--- config.mk ---
export PLATFORM = sky130hd
export DESIGN_NAME = utf8_stream_decoder
export DESIGN_NICKNAME = d
export VERILOG_FILES = /design/src/design/utf8d_pkg.sv /design/src/design/utf8_stream_decoder.sv
export SDC_FILE = /design/constraint.sdc
export NUM_CORES = 1
export LEC_CHECK = 0
export BUFFER_PORTS_ARGS = -buffer_cell sky130_fd_sc_hd__buf_2
export CAP_MARGIN = 0
export CORE_MARGIN = 1.5
export CORE_UTILIZATION = 60
export CTS_CLUSTER_SIZE = 12
export DETAILED_ROUTE_END_ITERATION = 8
export PLACE_DENSITY = 0.84
export SLEW_MARGIN = 15
export SYNTH_ARGS = -nofsm -noshare
export SYNTH_HDL_FRONTEND = slang
export SYNTH_SLANG_ARGS = --single-unit
--- constraint.sdc ---
create_clock -name clk -period 7.3 [get_ports clk]
set_input_delay 0.73 -clock clk [delete_from_list [all_inputs] [get_ports clk]]
set_output_delay 0.73 -clock clk [all_outputs]
set_load 0.05 [all_outputs]
--- src/design/utf8d_pkg.sv ---
// Package for the UTF-8 stream decoder: result status codes and the
// leading-ones count used to classify lead bytes. No dependencies.
package utf8d_pkg;

  typedef enum logic [1:0] {
    ST_OK       = 2'd0,
    ST_BAD_LEAD = 2'd1,
    ST_TRUNC    = 2'd2,
    ST_BAD_CONT = 2'd3
  } status_t;

  localparam logic [7:0] CONT_MASK = 8'hC0;
  localparam logic [7:0] CONT_TAG  = 8'h80;

  // Number of leading one bits in a byte, 0 to 8.
  function automatic logic [3:0] lead_ones(input logic [7:0] b);
    logic [3:0] n;
    begin
      casez (b)
        8'b0???????: n = 4'd0;
        8'b10??????: n = 4'd1;
        8'b110?????: n = 4'd2;
        8'b1110????: n = 4'd3;
        8'b11110???: n = 4'd4;
        8'b111110??: n = 4'd5;
        8'b1111110?: n = 4'd6;
        8'b11111110: n = 4'd7;
        default:     n = 4'd8;
      endcase
      return n;
    end
  endfunction

endpackage

--- src/design/utf8_stream_decoder.sv ---
// UTF-8 stream decoder top level, including the legacy 5- and 6-byte forms.
// Depends on utf8d_pkg for status codes and the leading-ones count.
//
//   channel | direction | ports
//   --------+-----------+-------------------------------------------------
//   input   | in        | in_valid, in_ready, in_data_byte, in_stream_end
//   result  | out       | out_valid, out_ready, out_code_point, out_status
//
// One byte request is taken per clock. Each request is decoded in a single
// pass of combinational logic into the sequence state and the result
// register, so a result appears the cycle after the byte that completes it.
// Reset (rst_n low, synchronous) closes any open sequence and empties the
// result register. The input stalls only while a result is held and the
// output side is not taking it; a result taken in the same cycle frees the
// register for the next request.
module utf8_stream_decoder (
  input  logic                     clk,
  input  logic                     rst_n,
  input  logic                     in_valid,
  output logic                     in_ready,
  input  logic [7:0]               in_data_byte,
  input  logic                     in_stream_end,
  output logic                     out_valid,
  input  logic                     out_ready,
  output logic [30:0]              out_code_point,
  output utf8d_pkg::status_t       out_status
);
  import utf8d_pkg::*;

  // Sequence state.
  logic [2:0]  bytes_remaining_r, bytes_remaining_nxt;
  logic [30:0] partial_value_r, partial_value_nxt;
  logic        continuation_bad_r, continuation_bad_nxt;

  // Result register.
  logic        out_valid_r, out_valid_nxt;
  logic [30:0] out_code_point_r, out_code_point_nxt;
  status_t     out_status_r, out_status_nxt;

  logic        accept;
  logic        emit;
  logic [30:0] emit_cp;
  status_t     emit_st;
  logic [3:0]  n_ones;
  logic        cont_bad_now;
  logic [30:0] shifted;
  logic [2:0]  rem_dec;
  logic [7:0]  lead_mask;

  // The result register may be refilled in the cycle it is emptied.
  assign in_ready = !out_valid_r || out_ready;
  assign accept   = in_valid && in_ready;

  assign n_ones       = lead_ones(in_data_byte);
  assign lead_mask    = 8'hFF >> n_ones;
  assign cont_bad_now = (in_data_byte & CONT_MASK) != CONT_TAG;
  assign shifted      = {partial_value_r[24:0], in_data_byte[5:0]};
  assign rem_dec      = bytes_remaining_r - 3'd1;

  always_comb begin
    bytes_remaining_nxt  = bytes_remaining_r;
    partial_value_nxt    = partial_value_r;
    continuation_bad_nxt = continuation_bad_r;
    emit                 = 1'b0;
    emit_cp              = '0;
    emit_st              = ST_OK;

    if (accept) begin
      if (in_stream_end) begin
        // End of stream in mid-sequence reports truncation; otherwise silent.
        if (bytes_remaining_r != 3'd0) begin
          emit                 = 1'b1;
          emit_st              = ST_TRUNC;
          bytes_remaining_nxt  = 3'd0;
          partial_value_nxt    = '0;
          continuation_bad_nxt = 1'b0;
        end
      end else if (bytes_remaining_r == 3'd0) begin
        // Lead byte: ASCII passes straight through, a stray continuation
        // byte or 0xFE/0xFF is an error, anything else opens a sequence.
        if (n_ones == 4'd0) begin
          emit    = 1'b1;
          emit_cp = {23'd0, in_data_byte};
        end else if (n_ones == 4'd1 || n_ones >= 4'd7) begin
          emit    = 1'b1;
          emit_st = ST_BAD_LEAD;
        end else begin
          partial_value_nxt    = {23'd0, in_data_byte & lead_mask};
          bytes_remaining_nxt  = n_ones[2:0] - 3'd1;
          continuation_bad_nxt = 1'b0;
        end
      end else begin
        // Continuation byte: always consumed, its form checked only at the end.
        if (rem_dec == 3'd0) begin
          emit = 1'b1;
          if (continuation_bad_r || cont_bad_now) begin
            emit_st = ST_BAD_CONT;
          end else begin
            emit_cp = shifted;
          end
          bytes_remaining_nxt  = 3'd0;
          partial_value_nxt    = '0;
          continuation_bad_nxt = 1'b0;
        end else begin
          bytes_remaining_nxt  = rem_dec;
          partial_value_nxt    = shifted;
          continuation_bad_nxt = continuation_bad_r || cont_bad_now;
        end
      end
    end
  end

  always_comb begin
    out_valid_nxt      = out_valid_r;
    out_code_point_nxt = out_code_point_r;
    out_status_nxt     = out_status_r;
    if (emit) begin
      out_valid_nxt      = 1'b1;
      out_code_point_nxt = emit_cp;
      out_status_nxt     = emit_st;
    end else if (out_ready) begin
      out_valid_nxt = 1'b0;
    end
  end

  always_ff @(posedge clk) begin
    if (!rst_n) begin
      bytes_remaining_r  <= 3'd0;
      partial_value_r    <= '0;
      continuation_bad_r <= 1'b0;
      out_valid_r        <= 1'b0;
    end else begin
      bytes_remaining_r  <= bytes_remaining_nxt;
      partial_value_r    <= partial_value_nxt;
      continuation_bad_r <= continuation_bad_nxt;
      out_valid_r        <= out_valid_nxt;
    end
  end

  // Result payload needs no reset; it is qualified by out_valid_r.
  always_ff @(posedge clk) begin
    out_code_point_r <= out_code_point_nxt;
    out_status_r     <= out_status_nxt;
  end

  assign out_valid      = out_valid_r;
  assign out_code_point = out_code_point_r;
  assign out_status     = out_status_r;

`ifndef SYNTH
  // At most five continuation bytes are ever outstanding.
  a_rem_range: assert property (@(posedge clk) disable iff (!rst_n)
    bytes_remaining_r <= 3'd5)
    else $error("bytes_remaining out of range");

  // Error results always carry a zero code point.
  a_err_zero: assert property (@(posedge clk) disable iff (!rst_n)
    out_valid_r && (out_status_r != ST_OK) |-> out_code_point_r == 31'd0)
    else $error("error result with non-zero code point");

  // An end-of-stream request always leaves no sequence open.
  a_end_closes: assert property (@(posedge clk) disable iff (!rst_n)
    accept && in_stream_end |=> bytes_remaining_r == 3'd0)
    else $error("sequence still open after end of stream");

  // A truncation result can only follow an end-of-stream request.
  a_trunc_src: assert property (@(posedge clk) disable iff (!rst_n)
    $rose(out_valid_r) && out_status_r == ST_TRUNC |-> $past(in_stream_end))
    else $error("truncation reported without end of stream");
`endif

endmodule
==> impl_results.md <==
- Worst-skew pair later-pin latency: between 0.3 and 0.4 ns
- Post-Syn Instances: 288
- Fill cell count: approximately 330
- Initial antenna violation count: 0
- Worst Tran Pin Value: between 0.7 and 0.8 ns
- Vias in the first global route: ~2000
- Syn avg cell area: 9.910 µm²
- Clk root buf: clkbuf_8
- Post-CTS Setup Bufs: 0
- Netlist cell types: 41
- Max-capacitance violation count: 0
- Buf/Inv on CP: 3
- Port bufs: 47
- Die area: 5180 µm²
- Clock Tree Buf Depth: 2
- GP Congestion: 0.8860
- Site row count: 24
- Max stage delay on crit path: 0.44 ns
- Synth Area in XOR/XNOR: 0.3069%
- Vias/cell: 5.758
- Final worst setup slack: around 4.3 ns
- Post-Synth Adder-Cell Area: 3.069%
- Die width: 71.97 µm
- GRT Resource Usage Total: 23.87%
- First-pass GRT wire length: about 9.3 mm
- Routed wire length: ~5.7 mm
- Total global routing overflow: 0
- DP HPWL: 3.808 mm
- Synth Area in Compound Gates: between 10% and 20%
- CP max FO: 23
- Mux cell area share after synthesis: less than 1%
- Clk_skew: 0.007363 ns
- Worst Path Required: 7.31 ns
- CP Cell Sequence: buf_2, nand2b_1, a21oi_1, o21ai_0, inv_1, ha_1, a41o_1, mux2i_1, nor2_1, nor3_1, nor2_2, buf_4
- Min Hold Slack: 0.4519 ns
- Post-route ant nets: 0
- Synth Cell Area: 2854 µm²
- Simple-gate area share of the yosys netlist: 23.50%
- CTS Hold Buffers Added: 0
- Delay-heaviest family, CP: simple AND/OR/NAND/NOR gates
- Setup-violating endpoint count in the final report: 0
- Critical Path AT: 3.02 ns
- Number of I/O pins: 48
- Reg2reg setup slack: approximately 4.7 ns
- Crit share post-route: 41.24%
- DR DRC count: 0
- Die Y: 71.97 µm
- WL/cell: 14.71 µm
- Slew HR: about half
- Slew Viols, Final: 0
- Cell taking the most area after synthesis: edfxtp_1
- Ys Warns: 0
- P_leak: 1.343 nW
- DR pass1 iterations: 4
- Clock transition at path regs: 0.07 ns
- Tmin final: 3.011 ns
- Asr flop ratio synth: 0%
- Worst vdd ir: 0.1245 mV
- CTS tree: built
- Seq cells post-synth: 63
- CTS H-Tree Depth: 3
- Hold Fails Final Rpt: 0
- Largest net degree at the start of global routing: 55
- Diode count: 0
- Crit start category: primary input
- Synth area leaders: edfxtp_1 35%, dfxtp_1 21%, nand2_1 5.3%
- Setup crit end kind: flop
- Setup Crit Path Kind: primary input to flop
- Iter 0 DRT Violations: 205
- Combinational family with the most area after synthesis: simple AND/OR/NAND/NOR gates
- Status: completed
- Pre-CTS WS: 3.768 ns
- Top-area cell type share of the netlist area: between 30% and 40%
- Min-delay worst type: flop to flop
- P per Cell Area: 246.1 nW/µm²
- Slowest stage cell, crit path: nor2_2
- EDFF count, synth: 33
- CTS Buf Count: 9
- Area Overhead vs Synth: 15.78%
- Fmax: around 330 MHz
- Sequential area share after synthesis: 55.77%
- Initial Util: 63.79%
- Final #Nets: 351
- Setup TNS: 0 ns
- Number of gates resized after cts: 0
- Top FF cell, synth: edfxtp_1
- Clock sinks: 63
- Total number of vias: 2234
- Share of cells above drive strength 1: a little over a fifth
- Syn_nets: 308
- RSZ-0062 raised after global routing: false
- Core area: 4474 µm²
## where the power goes
part           total, W  internal (W)  switching, W
Combinational  0.000145     0.0000349      0.000110
Clock          0.000272      0.000143      0.000130
Sequential     0.000396      0.000391    0.00000497
## kinds of logic (layout without fill, tap and decap cells)
| logic type | after synthesis | after routing |
|---|---|---|
| buffers and inverters | 27 | 75 |
| AND/OR/NAND/NOR | 134 | 134 |
| XOR/XNOR | 1 | 1 |
| flip-flops | 63 | 63 |
| multiplexers | 2 | 2 |
| AO/OA/AOI/OAI | 54 | 54 |
| adder cells (fa/ha/maj) | 7 | 7 |
## through the flow
stage          utilization (%)  cells  instance area (µm²)  total power [W]
2_1_floorplan                -    288                 2854        0.0005148
3_3_place_gp             69.07    371                 3090        0.0005419
3_5_place_dp             69.07    371                 3090        0.0005439
4_1_cts                  73.18    387                 3274        0.0008142
5_1_grt                  73.85    388                 3304        0.0008444
6_report                 73.85    388                 3304        0.0008133
## path summary, 6_finish.rpt
check,start,cells after the start,to
worst max-delay path,in_data_byte[0],12,out_code_point[15]$_SDFFCE_PP0P_
worst min-delay path,partial_value_r[23]$_SDFFE_PN0P_,2,partial_value_r[23]$_SDFFE_PN0P_
worst max register to register,bytes_remaining_r[0]$_SDFFE_PN0P_,7,out_code_point[15]$_SDFFCE_PP0P_
worst min register to register,partial_value_r[23]$_SDFFE_PN0P_,2,partial_value_r[23]$_SDFFE_PN0P_
## synth_stat cells (2+ instances only)
cell type	n
and2_1	8
ha_1	7
edfxtp_1	33
a21oi_1	5
o21ai_1	26
o22ai_1	2
nand4_1	6
nor3_1	3
nand2_1	40
nor2_1	16
nor2b_1	2
o21ai_0	2
and3_1	23
a22oi_1	3
o2111ai_1	3
nand3_1	26
a31oi_1	2
mux2i_1	2
buf_2	5
inv_1	8
nand2b_1	6
clkbuf_1	12
dfxtp_1	30
## cell usage in the layout, fill, tap and decap left out, types with 3 or more instances in the layout
master / instances
buf_2: 47
edfxtp_1: 33
inv_1: 8
nand2b_1: 6
o21ai_1: 26
nor3_1: 3
nor2_1: 14
a22oi_1: 3
buf_4: 3
nand3_1: 26
and3_1: 23
nand2_1: 40
dfxtp_1: 30
clkinv_2: 3
a21oi_1: 5
nand4_1: 6
ha_1: 7
and2_1: 8
o2111ai_1: 3
clkbuf_8: 9
## layout make-up
| type | count | area, µm² | share of cell area, % |
|---|---|---|---|
| Sequential cell | 63 | 1592 | 48.16 |
| Multi-Input combinational cell | 198 | 1149 | 34.76 |
| Timing Repair Buffer | 51 | 285.3 | 8.633 |
| Clock buffer | 11 | 152.6 | 4.619 |
| Tap cell | 52 | 65.06 | 1.969 |
| Clock inverter | 5 | 31.28 | 0.9466 |
| Inverter | 8 | 30.03 | 0.9087 |
## state kept, by name, summed over array words and instances, names as in the netlist
signal,count
bytes_remaining_r,3
continuation_bad_r,1
out_code_point,31
out_status,2
out_valid,1
partial_value_r,25
## metal layers
layer	GRT usage (%)	wire, µm
met4	9.434	99
met2	36.01	2663
met1	33.55	2620
met3	5.833	323
met5	0	0
## worst reg2reg max path, delay by kind of cell, from the launching register on
family	cells	cell delay, ns
flops	1	0.33
buf+inv	2	0.50
simple gates	4	1.11
fa+ha+maj	1	0.29
Note: power is estimated with default switching activity, not from simulation.
